### config.mk
export PLATFORM = sky130hd
export DESIGN_NAME = cart_waitstate_prefetch_timer
export DESIGN_NICKNAME = d
export VERILOG_FILES = /design/src/hdl/cwpt_pkg.sv /design/src/hdl/cart_waitstate_prefetch_timer.sv /design/src/hdl/cwpt_ctrl.sv /design/src/hdl/cwpt_dp.sv
export SDC_FILE = /design/constraint.sdc
export NUM_CORES = 1
export LEC_CHECK = 0
export ABC_AREA = 1
export BUFFER_PORTS_ARGS = -buffer_cell sky130_fd_sc_hd__buf_2
export CORE_MARGIN = 4
export CORE_UTILIZATION = 50
export DETAILED_ROUTE_END_ITERATION = 7
export HOLD_SLACK_MARGIN = 0.1
export PLACE_DENSITY = 0.78
export RECOVER_POWER = 100
export SLEW_MARGIN = 20
export SYNTH_ARGS = -nofsm -noshare
export SYNTH_HDL_FRONTEND = slang
export SYNTH_SLANG_ARGS = --single-unit
### constraint.sdc
create_clock -name clk -period 8.4 [get_ports clk]
set_input_delay 2.52 -clock clk [delete_from_list [all_inputs] [get_ports clk]]
set_output_delay 2.52 -clock clk [all_outputs]
set_load 0.01 [all_outputs]
### src/hdl/cwpt_pkg.sv
// Shared constants, types and wait-state decode functions for the prefetch timer.
`timescale 1ns / 1ps

package cwpt_pkg;

    localparam int ADDR_W       = 28;
    localparam int TICK_W       = 6;
    localparam int FILL_W       = 5;
    localparam int CNT_W        = 4;
    localparam int CYC_W        = 5;
    localparam int IN_DATA_W    = 40;
    localparam int OUT_DATA_W   = 72;
    localparam int BUFFER_BYTES = 16;

    // register indexes on the configuration port
    localparam logic REG_WAIT_LOW  = 1'b0;
    localparam logic REG_WAIT_HIGH = 1'b1;

    // item kinds carried in tuser
    localparam logic MODE_ADVANCE = 1'b0;
    localparam logic MODE_START   = 1'b1;

    localparam int PF_EN_BIT = 6;

    typedef struct packed {
        logic accept;  // latch the incoming word
        logic start;   // restart prefetch at the word's address
        logic tick;    // one elapsed bus cycle
        logic load;    // capture the result into the output register
    } cwpt_cmd_t;

    // wait region from the upper address nibble: 0 = wait0, 1 = wait1, 2 = wait2
    function automatic logic [1:0] wait_region(input logic [3:0] nib);
        logic [1:0] r;
        case (nib[3:1])
            3'd0:    r = 2'd1;
            3'd1:    r = 2'd2;
            3'd2:    r = 2'd0;
            3'd3:    r = 2'd1;
            3'd4:    r = 2'd0;
            3'd5:    r = 2'd1;
            3'd6:    r = 2'd2;
            default: r = 2'd0;
        endcase
        return r;
    endfunction

    function automatic logic [CNT_W-1:0] n_wait(input logic [1:0] sel);
        logic [CNT_W-1:0] w;
        case (sel)
            2'd0:    w = 4'd4;
            2'd1:    w = 4'd3;
            2'd2:    w = 4'd2;
            default: w = 4'd8;
        endcase
        return w;
    endfunction

    function automatic logic [CNT_W-1:0] s_wait(input logic [1:0] region, input logic sel);
        logic [CNT_W-1:0] w;
        if (sel) begin
            w = 4'd1;
        end else begin
            case (region)
                2'd0:    w = 4'd2;
                2'd1:    w = 4'd4;
                default: w = 4'd8;
            endcase
        end
        return w;
    endfunction

endpackage

### src/hdl/cart_waitstate_prefetch_timer.sv
// Top level of the cartridge wait-state decoder and prefetch buffer timer.
// Usage:
//   Input words arrive on s_axis_*: tuser is the mode (0 advance, 1 start
//   prefetch at the address); tdata carries address, ticks, sequential flag
//   and access width. Each word yields exactly one result word on m_axis_*:
//   buffer start, last fetch address, fill in bytes, countdown and the cycle
//   cost of the queried access at the word's address.
//   Wait-control bytes are written through cfg_we/cfg_addr/cfg_wdata while
//   the block is idle; writing the high byte with prefetch newly enabled
//   empties the buffer.
// Sequencing:
//   A start word goes from acceptance straight to the finishing state, where
//   it loads its result. An advance word first steps its ticks (all of them,
//   or fewer once the countdown is idle): the countdown unit steps one bus
//   cycle per clock. One word is in flight at a time; the next is accepted
//   as soon as the previous result sits in the output register.
// Reset clears the wait-control registers, the buffer state and the output valid.
// A stalled receiver holds the result; a finished word then waits in the
// sequencer until the output register frees up.
`timescale 1ns / 1ps

module cart_waitstate_prefetch_timer (
    input  logic                                 clk,
    input  logic                                 rst_n,
    input  logic                                 cfg_we,
    input  logic                                 cfg_addr,
    input  logic [7:0]                           cfg_wdata,
    input  logic                                 s_axis_tvalid,
    output logic                                 s_axis_tready,
    // address[27:0], ticks[33:28], sequential[34], access_width[36:35], zero fill
    input  logic [cwpt_pkg::IN_DATA_W-1:0]       s_axis_tdata,
    // mode[0]
    input  logic                                 s_axis_tuser,
    output logic                                 m_axis_tvalid,
    input  logic                                 m_axis_tready,
    // fill_start[27:0], fetch_address[55:28], fill_bytes[60:56],
    // cycles_left[64:61], access_cycles[69:65], zero fill
    output logic [cwpt_pkg::OUT_DATA_W-1:0]      m_axis_tdata
);

    cwpt_pkg::cwpt_cmd_t cmd;
    logic                cd_zero;

    cwpt_ctrl u_ctrl (
        .clk       (clk),
        .rst_n     (rst_n),
        .in_valid  (s_axis_tvalid),
        .in_mode   (s_axis_tuser),
        .in_ticks  (s_axis_tdata[33:28]),
        .in_ready  (s_axis_tready),
        .out_valid (m_axis_tvalid),
        .out_ready (m_axis_tready),
        .cd_zero   (cd_zero),
        .cmd       (cmd)
    );

    cwpt_dp u_dp (
        .clk             (clk),
        .rst_n           (rst_n),
        .cfg_we          (cfg_we),
        .cfg_addr        (cfg_addr),
        .cfg_wdata       (cfg_wdata),
        .cmd             (cmd),
        .in_address      (s_axis_tdata[27:0]),
        .in_sequential   (s_axis_tdata[34]),
        .in_access_width (s_axis_tdata[36:35]),
        .cd_zero         (cd_zero),
        .out_data        (m_axis_tdata)
    );

endmodule

### src/hdl/cwpt_ctrl.sv
// Sequencer for the prefetch timer: accepts a word, steps ticks, loads the result.
`timescale 1ns / 1ps

module cwpt_ctrl (
    input  logic                          clk,
    input  logic                          rst_n,
    input  logic                          in_valid,
    input  logic                          in_mode,
    input  logic [cwpt_pkg::TICK_W-1:0]   in_ticks,
    output logic                          in_ready,
    output logic                          out_valid,
    input  logic                          out_ready,
    input  logic                          cd_zero,
    output cwpt_pkg::cwpt_cmd_t           cmd
);

    localparam logic [1:0] ST_IDLE = 2'd0;
    localparam logic [1:0] ST_RUN  = 2'd1;
    localparam logic [1:0] ST_FIN  = 2'd2;

    logic [1:0]                        state_reg, state_next;
    logic [cwpt_pkg::TICK_W-1:0]       ticks_reg, ticks_next;
    logic                              ovalid_reg, ovalid_next;

    assign in_ready  = (state_reg == ST_IDLE);
    assign out_valid = ovalid_reg;

    always_comb
    begin
        state_next  = state_reg;
        ticks_next  = ticks_reg;
        ovalid_next = ovalid_reg;
        cmd         = '0;
        if (ovalid_reg && out_ready) begin
            ovalid_next = 1'b0;
        end
        case (state_reg)
            ST_IDLE:
            begin
                if (in_valid) begin
                    cmd.accept = 1'b1;
                    cmd.start  = (in_mode == cwpt_pkg::MODE_START);
                    ticks_next = in_ticks;
                    state_next = (in_mode == cwpt_pkg::MODE_START) ? ST_FIN : ST_RUN;
                end
            end
            ST_RUN:
            begin
                // an idle countdown swallows the remaining ticks
                if (ticks_reg == '0 || cd_zero) begin
                    state_next = ST_FIN;
                end else begin
                    cmd.tick   = 1'b1;
                    ticks_next = ticks_reg - 1'b1;
                end
            end
            ST_FIN:
            begin
                if (!ovalid_reg || out_ready) begin
                    cmd.load    = 1'b1;
                    ovalid_next = 1'b1;
                    state_next  = ST_IDLE;
                end
            end
            default:
            begin
                state_next = ST_IDLE;
            end
        endcase
    end

    always_ff @(posedge clk or negedge rst_n)
    begin
        if (!rst_n) begin
            state_reg  <= ST_IDLE;
            ticks_reg  <= '0;
            ovalid_reg <= 1'b0;
        end else begin
            state_reg  <= state_next;
            ticks_reg  <= ticks_next;
            ovalid_reg <= ovalid_next;
        end
    end

endmodule

### src/hdl/cwpt_dp.sv
// Datapath: wait-control registers, prefetch buffer state, timing decode, result register.
`timescale 1ns / 1ps

module cwpt_dp (
    input  logic                              clk,
    input  logic                              rst_n,
    input  logic                              cfg_we,
    input  logic                              cfg_addr,
    input  logic [7:0]                        cfg_wdata,
    input  cwpt_pkg::cwpt_cmd_t               cmd,
    input  logic [cwpt_pkg::ADDR_W-1:0]       in_address,
    input  logic                              in_sequential,
    input  logic [1:0]                        in_access_width,
    output logic                              cd_zero,
    output logic [cwpt_pkg::OUT_DATA_W-1:0]   out_data
);

    logic [7:0]                       low_reg;
    logic [7:0]                       high_reg;
    logic                             was_on_reg;
    logic [cwpt_pkg::ADDR_W-1:0]      start_reg, start_next;
    logic [cwpt_pkg::ADDR_W-1:0]      fetch_reg, fetch_next;
    logic [cwpt_pkg::FILL_W-1:0]      fill_reg, fill_next;
    logic [cwpt_pkg::CNT_W-1:0]       cd_reg, cd_next;
    logic [cwpt_pkg::ADDR_W-1:0]      addr_reg;
    logic                             seq_reg;
    logic [1:0]                       width_reg;
    logic [cwpt_pkg::OUT_DATA_W-1:0]  out_reg;

    logic [cwpt_pkg::ADDR_W-1:0]      fetch_inc;
    logic [cwpt_pkg::FILL_W-1:0]      fill_inc;
    logic [cwpt_pkg::CNT_W-1:0]       cd_dec;
    logic                             pf_clear;
    logic [3:0]                       q_nib;
    logic [1:0]                       q_reg;
    logic [cwpt_pkg::CNT_W-1:0]       q_nw;
    logic [cwpt_pkg::CNT_W-1:0]       q_sw;
    logic [cwpt_pkg::CYC_W-1:0]       q_cycles;

    // sequential wait select bit of a region
    function automatic logic wait_sel(input logic [1:0] region);
        logic s;
        case (region)
            2'd0:    s = low_reg[4];
            2'd1:    s = low_reg[7];
            default: s = high_reg[2];
        endcase
        return s;
    endfunction

    assign cd_zero  = (cd_reg == '0);
    assign fetch_inc = fetch_reg + cwpt_pkg::ADDR_W'(2);
    assign fill_inc  = fill_reg + cwpt_pkg::FILL_W'(2);
    assign cd_dec    = cd_reg - 1'b1;
    assign pf_clear  = cfg_we && (cfg_addr == cwpt_pkg::REG_WAIT_HIGH)
                       && cfg_wdata[cwpt_pkg::PF_EN_BIT] && !was_on_reg;

    always_comb
    begin
        start_next = start_reg;
        fetch_next = fetch_reg;
        fill_next  = fill_reg;
        cd_next    = cd_reg;
        if (pf_clear) begin
            start_next = '0;
            fetch_next = '0;
            fill_next  = '0;
            cd_next    = '0;
        end else if (cmd.start) begin
            start_next = in_address;
            fetch_next = in_address;
            fill_next  = '0;
            cd_next    = 4'd1 + cwpt_pkg::s_wait(
                             cwpt_pkg::wait_region(in_address[27:24]),
                             wait_sel(cwpt_pkg::wait_region(in_address[27:24])));
        end else if (cmd.tick) begin
            if (cd_dec == '0) begin
                // countdown elapsed: one halfword lands in the buffer
                fetch_next = fetch_inc;
                cd_next    = 4'd1 + cwpt_pkg::s_wait(
                                 cwpt_pkg::wait_region(fetch_inc[27:24]),
                                 wait_sel(cwpt_pkg::wait_region(fetch_inc[27:24])));
                if (fill_inc > cwpt_pkg::FILL_W'(cwpt_pkg::BUFFER_BYTES)) begin
                    fill_next  = cwpt_pkg::FILL_W'(cwpt_pkg::BUFFER_BYTES);
                    start_next = start_reg + cwpt_pkg::ADDR_W'(2);
                end else begin
                    fill_next  = fill_inc;
                end
            end else begin
                cd_next = cd_dec;
            end
        end
    end

    // access timing of the latched query
    always_comb
    begin
        q_nib = addr_reg[27:24];
        q_reg = cwpt_pkg::wait_region(q_nib);
        case (q_reg)
            2'd0:    q_nw = cwpt_pkg::n_wait(low_reg[3:2]);
            2'd1:    q_nw = cwpt_pkg::n_wait(low_reg[6:5]);
            default: q_nw = cwpt_pkg::n_wait(high_reg[1:0]);
        endcase
        q_sw = cwpt_pkg::s_wait(q_reg, wait_sel(q_reg));
        if (q_nib >= 4'd14) begin
            q_cycles = 5'd1 + {1'b0, cwpt_pkg::n_wait(low_reg[1:0])};
        end else if (seq_reg) begin
            q_cycles = width_reg[1] ? (({1'b0, q_sw} + 5'd1) << 1) :
                                      5'd1 + {1'b0, q_sw};
        end else begin
            q_cycles = width_reg[1] ? 5'd2 + {1'b0, q_nw} + {1'b0, q_sw} :
                                      5'd1 + {1'b0, q_nw};
        end
    end

    always_ff @(posedge clk or negedge rst_n)
    begin
        if (!rst_n) begin
            low_reg    <= '0;
            high_reg   <= '0;
            was_on_reg <= 1'b0;
            start_reg  <= '0;
            fetch_reg  <= '0;
            fill_reg   <= '0;
            cd_reg     <= '0;
        end else begin
            if (cfg_we) begin
                if (cfg_addr == cwpt_pkg::REG_WAIT_LOW) begin
                    low_reg <= cfg_wdata;
                end else begin
                    high_reg   <= cfg_wdata;
                    was_on_reg <= cfg_wdata[cwpt_pkg::PF_EN_BIT];
                end
            end
            start_reg <= start_next;
            fetch_reg <= fetch_next;
            fill_reg  <= fill_next;
            cd_reg    <= cd_next;
        end
    end

    always_ff @(posedge clk)
    begin
        if (cmd.accept) begin
            addr_reg  <= in_address;
            seq_reg   <= in_sequential;
            width_reg <= in_access_width;
        end
        if (cmd.load) begin
            out_reg <= {2'b00, q_cycles, cd_reg, fill_reg, fetch_reg, start_reg};
        end
    end

    assign out_data = out_reg;

endmodule

[Word-level counts from Yosys, hierarchy flattened]
Cells that the tools add are included.
W data, S select, Z words.
Cells by class
  add/sub/neg operators: 12
  multipliers: 0
  div/mod/pow operators: 0
  magnitude comparators: 2
  equality and inequality tests: 29
  shift-type cells: 0
  multiplexer cells: 75
  bitwise gates (word level): 1
  reduce and logical (&&, ||, !) cells: 38
Operator list (number)
  $mux W28: 9
  $add A28 B2 Y28 const B: 2
  $mux W4: 14
  $pmux W4 S3: 4
  $mux W5: 9
  $pmux W4 S2: 4
  $mux W2: 12
  $eq A3 B3 Y1 const B: 6
  $eq A2 B1 Y1 const B: 8
  $logic_not A2 Y1: 8
  $mux W1: 13
  $mux W6: 2
  $pmux W2 S2: 3
  $pmux W6 S2: 1
  $add A1 B4 Y5 const A: 2
  $eq A2 B2 Y1 const B: 5
  $eq A3 B1 Y1 const B: 3
  $eq A3 B2 Y1 const B: 3
  $logic_not A3 Y1: 3
  $reduce_and A3 Y1: 3
  $reduce_bool A3 Y1: 3
  $reduce_or A3 Y1: 3
  $add A1 B4 Y4 const A: 2
  $logic_not A4 Y1: 2
  20 further kinds: 33
Storage, ports and cells
  register bits after elaboration: 187
  latch bits: 0
  RAM bits: 0
  memory bits (read-only): 0
  bits of input ports: 55
  output and inout bits: 74
  word-level logic and storage cells: 171
  memories kept: 0

[Depth between registers and ports, before layout]
Gate-level depths: netlist of the first run.
  depth in word-level cells: 24
  depth in mapped cells: 19
  gate-level depth less buffers: 19

[Hierarchy]
From an unflattened synthesis of the first run, not the netlist that was laid out.
Unflattened totals
  cells, all modules: 989
  area, all modules: 8511.9 um2
Modules (own cells, without submodules)
  cwpt_dp: times used 1, cells an instance 903, area an instance 7906.3 um2, seq. area each 4124.0 um2
  cwpt_ctrl: times used 1, cells an instance 86, area an instance 605.6 um2, seq. area each 225.2 um2

[Worst setup path before layout of the first run]
Ideal clock, no wire load.
  path kind: input-to-reg
  start: in m_axis_tready
  end: reg u_dp.out_reg, in the netlist u_dp.out_data[10], enable pin
  setup time: 495 ps
  arrival time: 5402 ps
  required time: 7905 ps
  path slack: 2502 ps
  stages: 2
  path buffers: 0
  cell sequence: nor2_1 -> nor2_1
RTL lines
  from (decl): RTL line cart_waitstate_prefetch_timer.sv:35  | input logic m_axis_tready,
  to (signal assigned): RTL line cwpt_dp.sv:151  | out_reg <= {2'b00, q_cycles, cd_reg, fill_reg, fetch_reg, start_reg};
  to (decl): RTL line cwpt_dp.sv:28  | logic [cwpt_pkg::OUT_DATA_W-1:0] out_reg;

[Worst setup path in the final report of the first run]
  start: in s_axis_tvalid
  end: reg u_dp.start_reg[13] (netlist bit)
On the way
  word-level cells in the longest chain between the ends: 4
  elaborated cells between the ends (all ways): 8
  those cells by class: mux: 4; reduce/logical: 4
RTL lines
  from (decl): RTL line cart_waitstate_prefetch_timer.sv:28  | input logic s_axis_tvalid,
  $mux W2 (*): RTL line cwpt_ctrl.sv:40  | if (in_valid) begin
  $mux W2 (*): RTL line cwpt_ctrl.sv:37  | case (state_reg)
  $reduce_bool A3 Y1 (no line) / $mux W28 (equally long branches)
  $reduce_and A3 Y1 (no line) / $mux W28 (equally long branches)
  to (signal assigned): RTL line cwpt_dp.sv:136  | start_reg <= start_next;
  to (decl): RTL line cwpt_dp.sv:21  | logic [cwpt_pkg::ADDR_W-1:0] start_reg, start_next;
Mark *: on every way between the ends. The rest lies on a longest branch, timed or not.
A chain may end at the register's enable or synchronous reset.

==> parameters.txt, run 1 <==
Parameter                              Value

Clock network
  Clock root cell    sky130_fd_sc_hd__clkbuf_16
  Post-CTS Setup Inserts    0
  Number of clock sinks    157
  Number of hold-repair buffers added at the cts stage    0
  Number of buffers between clock root and the deepest sink    2
  Clock latency on the worst-skew pair    0.43 ns
  Clock-pin slew on the worst setup and hold paths    0.06 ns
  CTS buffer count    17
  Number of resized instances in the post-cts repair step    0
  CTS tree    done
  H-tree depth reported by CTS    4

Timing
  RSZ-0062 raised after global routing    false
  Count of final setup violators    0
  Final worst-path cycle share    74.64%
  Worst slew margin relative to its limit    -152.3%
  Post-route setup TNS    0 ns
  Number of hold violations in the final report    0
  Minimum clock period    6.270 ns
  Total count of max-transition violations in the final report    167
  Worst clock skew    0.007947 ns
  Worst Max-Slew Pin Slew    3.785 ns
  FMAX    0.1595 GHz
  Final-layout worst hold slack    0.4523 ns

Pwr
  Power density relative to cell area    346.9 mW/mm2
  Total power    3329 uW
  Switching fraction of total power    38.56%
  Reg power frac    42.3%
  Max rail drop VDD    0.1861 mV
  Static Leak    0.004166 uW
  P_int    2046 uW
  Logic gate share of total power    33.4%
  Switching component of the power    1284 uW
  Share of total power in the clock network    24.3%

Die
  Core Footprint    0.01652 mm2
  Effective utilization at floorplan    50.67%
  Floorplan die area    0.01888 mm2
  Die W    137.4 um
  Count of standard-cell rows    47
  Die Span Y    137.4 um
  I/O pin count    129

Finish
  Number of antenna cells inserted    0
  Net count, final    1,152
  Flip-flop count of the largest register after layout    68
  Area growth from synthesis to final layout    14.63%
  Non-Filler Instances    1,305
  Fraction of layout cells with a size suffix above 1    11.98%

Global routing
  Maximum number of pins on one net before global-route repair    69
  Sum of overflow across all layers after global routing    0
  Global-route wire length before repair    32,270 um
  Fraction of met1 tracks used by global routing    29.87%
  Vias in the first global route    6,510
  Met3 Track Usage GR    4.931%
  GRT Resource Usage Total    22.04%
  Most heavily used metal layer in global routing    met2
  Initial antenna violation count    1
  Fraction of met2 tracks used by global routing    34.08%

Logic synthesis
  Synth warnings    0
  Sequential-to-total area share from yosys stat    51.29%
  Post-synthesis average cell area    8.795 um2
  Main synth FF type    sky130_fd_sc_hd__dfrtp_1
  Count of cell types in the netlist    55
  Number of flops mapped to enable cells by yosys    73
  Netlist Area Pre-Place    0.008373 mm2
  Mapped Cells    952
  Proportion of synthesized flip-flops having asynchronous set or reset    53.50%
  Post-synthesis register bit count    157

Place
  Total placed cells including tap cells    1,273
  Port bufs    121
  Placed wire-length estimate after detailed placement    14,480 um
  Final Wtd Congestion    0.9508

Route
  Count of unresolved DRC violations after routing    0
  Vias    7,038
  Router iterations before antenna repair    6
  Sum of routed wire length over all layers    20,370 um
  Average vias per placed instance    5.393
  Wire length per cell    15.61 um
  Post-route antenna net violation count    0
  Starting DRT DRC Count    564

Hold path
  Worst hold path startpoint    u_dp.start_reg[27]
  Worst hold path cell count    0
  Hold Crit Class    register to register

Status
  Violations in the final reports    capacitance limit, slew limit
  Run status    finished with violations

Worst setup path
  CP cell instances    buf_2 -> inv_1 -> nor2_1 -> inv_1 -> nor2_8 -> nor2_1 -> nand2_1 -> nand2_1 -> inv_1 -> nand2_1 -> clkinv_2 -> o21ai_0 -> o22ai_1
  Endpoint of the most critical register-to-register path    u_dp.start_reg[13]
  Depth of the worst register-to-register path    13
  Worst EP required    8.74 ns
  Critical Path End    u_dp.start_reg[13]
  Setup slack of the most critical reg-to-reg path    3.68 ns
  Setup crit start kind    input pin
  Max incr delay on CP    0.77 ns
  Reg-to-Reg Start    u_ctrl.state_reg[0]
  Start point of the critical path    s_axis_tvalid
  Slowest stage cell on the critical path    sky130_fd_sc_hd__nand2_1
  Worst setup EP type    register
  Worst setup path category    input pin to register
  Worst endpoint data arrival time    6.61 ns
  Worst Path Max Fanout    36

Flow run
  Number of maximum-capacitance constraint violations    3
-- layout by cell type (no fill, tap or decap), drive strengths merged, types with 5 or more instances in the layout --
cell,instances
nand4,12
clkbuf,97
ha,24
clkinv,8
xor2,8
inv,122
edfxtp,73
o22ai,15
o31ai,6
a21oi,46
dfrtp,84
nand3,54
buf,47
o211ai,6
or2,5
nor2,97
o21ai,96
o32ai,9
nand2,220
nor3,21
-- final cells by class --
type / count / area, um2
clock buffer: 21 / 450.4
tap: 220 / 275.3
inverter: 124 / 466.7
multi-input combinational: 649 / 3423
clock inverter: 11 / 165.2
fill: 1470 / 6927
timing repair buffer: 123 / 523.0
sequential: 157 / 4294
-- routing by layer --
layer	part of all wire (%)	wire length (um)
met1	44	8907
met2	46	9388
met3	7.2	1460
met4	3.0	603
met5	0.069	14
-- per-stage QoR --
stage               instance area (um2)  setup WS (ns)  util, %
finish                             9598          2.130    58.08
global route                       9598          1.782    58.08
CTS                                9749          3.663    59.00
floorplan                          8381          2.502        -
global placement                   9134          3.230    55.27
detailed placement                 9134          3.198    55.27
-- worst min path at each step --
stage | to | slack (ns)
after detailed placement | u_dp.out_data[64] | 0.43
after floorplan | u_dp.out_data[27] | 0.42
after CTS | u_dp.out_data[27] | 0.45
after global placement | u_dp.out_data[64] | 0.43
after global routing | u_dp.out_data[4] | 0.47
final | u_dp.out_data[27] | 0.45
-- synthesized netlist by cell type (all sizes together), types with 9 or more instances --
library cell    n  area (um2)
edfxtp         73        2192
nand3          54       285.3
nand4          12       75.07
clkbuf         10       57.56
ha             24       300.3
buf            13       82.57
inv           122       457.9
dfrtp          84        2102
nor3           21       125.1
a21oi          46       234.0
o32ai           9       86.34
nand2         220       895.9
o22ai          15       93.84
nor2           97       456.7
o21ai          96       488.0
-- critical path: cells and delay by family --
family,cells,cell delay (ns)
simple gates,6,2.84
buf+inv,5,0.94
compound gates,2,0.29
-- power groups by stage --
| stage | Combinational [uW] | Sequential [uW] | Clock [uW] |
|---|---|---|---|
| 2_1_floorplan | 792 | 1390 | 0 |
| 3_3_place_gp | 1110 | 1390 | 0 |
| 3_5_place_dp | 1150 | 1390 | 0 |
| 4_1_cts | 1160 | 1390 | 818 |
| 5_1_grt | 1270 | 1450 | 856 |
| 6_report | 1110 | 1410 | 809 |
-- kinds of logic (layout without fill, tap and decap cells) --
kind of cell               Yosys count  after routing  share of synthesized area [%]
other                                1              3                        0.04479
xor gates and xnor gates            12             12                          1.255
and+or+nand+nor                    413            413                          22.64
adders and majority gates           25             25                          3.825
buffers and inverters              148            279                          7.397
AOI/OAI and AO/OA                  196            196                          13.55
DFF                                157            157                          51.29
Note: power is estimated with default switching activity, not from simulation.
==> run 2: changes to the inputs <==
Clock period 8.4 ns to 5.8 ns, I/O delays scaled along.
==> parameters.txt, run 2 (synthesized netlist as in run 1, its figures left out) <==
Parameter                              Value

Status
  Run status    finished with violations
  Violations in the final reports    capacitance limit, slew limit

Place
  Area of placed instances    0.009141 mm2
  Final Wtd Congestion    0.9128
  Port bufs    121
  Placed wire-length estimate after detailed placement    14,750 um

Pwr
  Static Leak    0.004138 uW
  Max rail drop VDD    0.2161 mV
  Power density relative to cell area    485.6 mW/mm2

Die
  Die W    137.4 um
  Effective utilization at floorplan    50.67%
  Count of standard-cell rows    47
  Die Span Y    137.4 um
  Floorplan die area    0.01888 mm2
  I/O pin count    129
  Core Footprint    0.01652 mm2

Finish
  Commonest cells after routing, fill and taps aside    200 x sky130_fd_sc_hd__nand2_1, 111 x sky130_fd_sc_hd__inv_1, 92 x sky130_fd_sc_hd__o21ai_0, 84 x sky130_fd_sc_hd__nor2_1, 84 x sky130_fd_sc_hd__dfrtp_1
  Final core occ    57.62%
  Flip-flop count of the largest register after layout    68
  Leading cell type in the layout, fill and taps excluded    sky130_fd_sc_hd__nand2_1
  Fraction of layout cells with a size suffix above 1    12.15%
  Net count, final    1,153
  Number of antenna cells inserted    0
  Area growth from synthesis to final layout    13.72%
  Post-route standard cell area excluding fillers    0.009522 mm2

Worst setup path
  Setup crit start kind    input pin
  Start point of the critical path    s_axis_tvalid
  Worst setup EP type    register
  Worst endpoint data arrival time    4.95 ns
  Reg-to-Reg Start    u_ctrl.state_reg[0]
  Worst Path Max Fanout    36
  Worst setup path category    input pin to register
  Worst EP required    6.11 ns

Flow run
  Number of maximum-capacitance constraint violations    2

Route
  Router iterations before antenna repair    5
  Starting DRT DRC Count    529
  Post-route antenna net violation count    0
  Sum of routed wire length over all layers    20,350 um
  Vias    7,010
  Count of unresolved DRC violations after routing    0
  Wire length per cell    15.58 um
  Average vias per placed instance    5.368

Hold path
  Hold Crit Class    register to register
  Worst hold path startpoint    u_dp.cd_reg[3]

Global routing
  Initial antenna violation count    0
  Sum of overflow across all layers after global routing    0
  Maximum number of pins on one net before global-route repair    45
  Vias in the first global route    6,568
  Global-route wire length before repair    32,320 um
  GRT Resource Usage Total    21.98%

Timing
  RSZ-0062 raised after global routing    false
  Worst clock skew    0.01004 ns
  Minimum clock period    4.636 ns
  FMAX    0.2157 GHz
  Total count of max-transition violations in the final report    75
  Worst slew margin relative to its limit    -65.74%
  Count of final setup violators    0
  Worst Max-Slew Pin Slew    2.486 ns
  Final worst-path cycle share    79.94%
  Post-route setup TNS    0 ns
  Number of hold violations in the final report    0

Clock network
  Post-CTS Setup Inserts    0
  Clock root cell    sky130_fd_sc_hd__clkbuf_16
  CTS tree    done
  Number of hold-repair buffers added at the cts stage    0
  Clock-pin slew on the worst setup and hold paths    0.06 ns
  Number of clock sinks    157
  Number of resized instances in the post-cts repair step    0
  H-tree depth reported by CTS    4
  CTS buffer count    17
  Clock latency on the worst-skew pair    0.43 ns
  Number of buffers between clock root and the deepest sink    2
run 2: layer usage:
| layer | track usage [%] | vias to the layer above | share of wire, % |
|---|---|---|---|
| met4 | 7.373 | 0 | 1.9 |
| met3 | 4.383 | 26 | 7.0 |
| li1 | - | 3455 | - |
| met5 | 0 | - | 0 |
| met1 | 31.01 | 3269 | 44 |
| met2 | 34.03 | 260 | 47 |
run 2: layout make-up:
class / instances / area, um2
sequential: 157 / 4294
tap: 220 / 275.3
timing repair buffer: 124 / 529.3
multi-input combinational: 649 / 3428
clock buffer: 20 / 456.7
fill: 1492 / 7003
inverter: 124 / 466.7
clock inverter: 12 / 71.32
run 2: worst max-delay path, cell delays in order:
cell and delay [ns]:
sky130_fd_sc_hd__buf_2 0.08, sky130_fd_sc_hd__inv_1 0.04, sky130_fd_sc_hd__nor2_1 0.54, sky130_fd_sc_hd__inv_1 0.25
sky130_fd_sc_hd__nor2_8 0.50, sky130_fd_sc_hd__nor2_1 0.24, sky130_fd_sc_hd__nand2_4 0.32, sky130_fd_sc_hd__inv_1 0.38
sky130_fd_sc_hd__nor2_8 0.44, sky130_fd_sc_hd__inv_2 0.19, sky130_fd_sc_hd__a21oi_1 0.16, sky130_fd_sc_hd__a21oi_1 0.06
run 2: through the flow:
step	worst slack (ns)	cells	power, uW	hold WS (ns)
2_1_floorplan	0.6823	954	3164	0.4249
3_3_place_gp	1.381	1274	3620	0.4312
3_5_place_dp	1.358	1274	3675	0.4307
4_1_cts	1.827	1306	4698	0.4448
5_1_grt	0.8444	1306	4981	0.4588
6_report	1.164	1306	4624	0.4452
run 2: path summary, 6_finish.rpt:
check,to,slack [ns],cells past startpoint
worst min-delay path,u_dp.out_data[64],0.45,0
min in group asynchronous,u_dp.low_reg[3],2.07,1
worst min register to register,u_dp.out_data[64],0.45,0
worst max-delay path,u_dp.start_reg[6],1.16,12
max in group asynchronous,u_dp.fetch_reg[8],1.59,2
worst max register to register,u_dp.start_reg[6],1.93,12
run 2: power by group:
| part | switching, uW | total [uW] | internal (uW) |
|---|---|---|---|
| logic | 1050 | 1590 | 542 |
| clock network | 447 | 1010 | 564 |
| registers | 349 | 2020 | 1670 |
| total | 1850 | 4620 | 2780 |
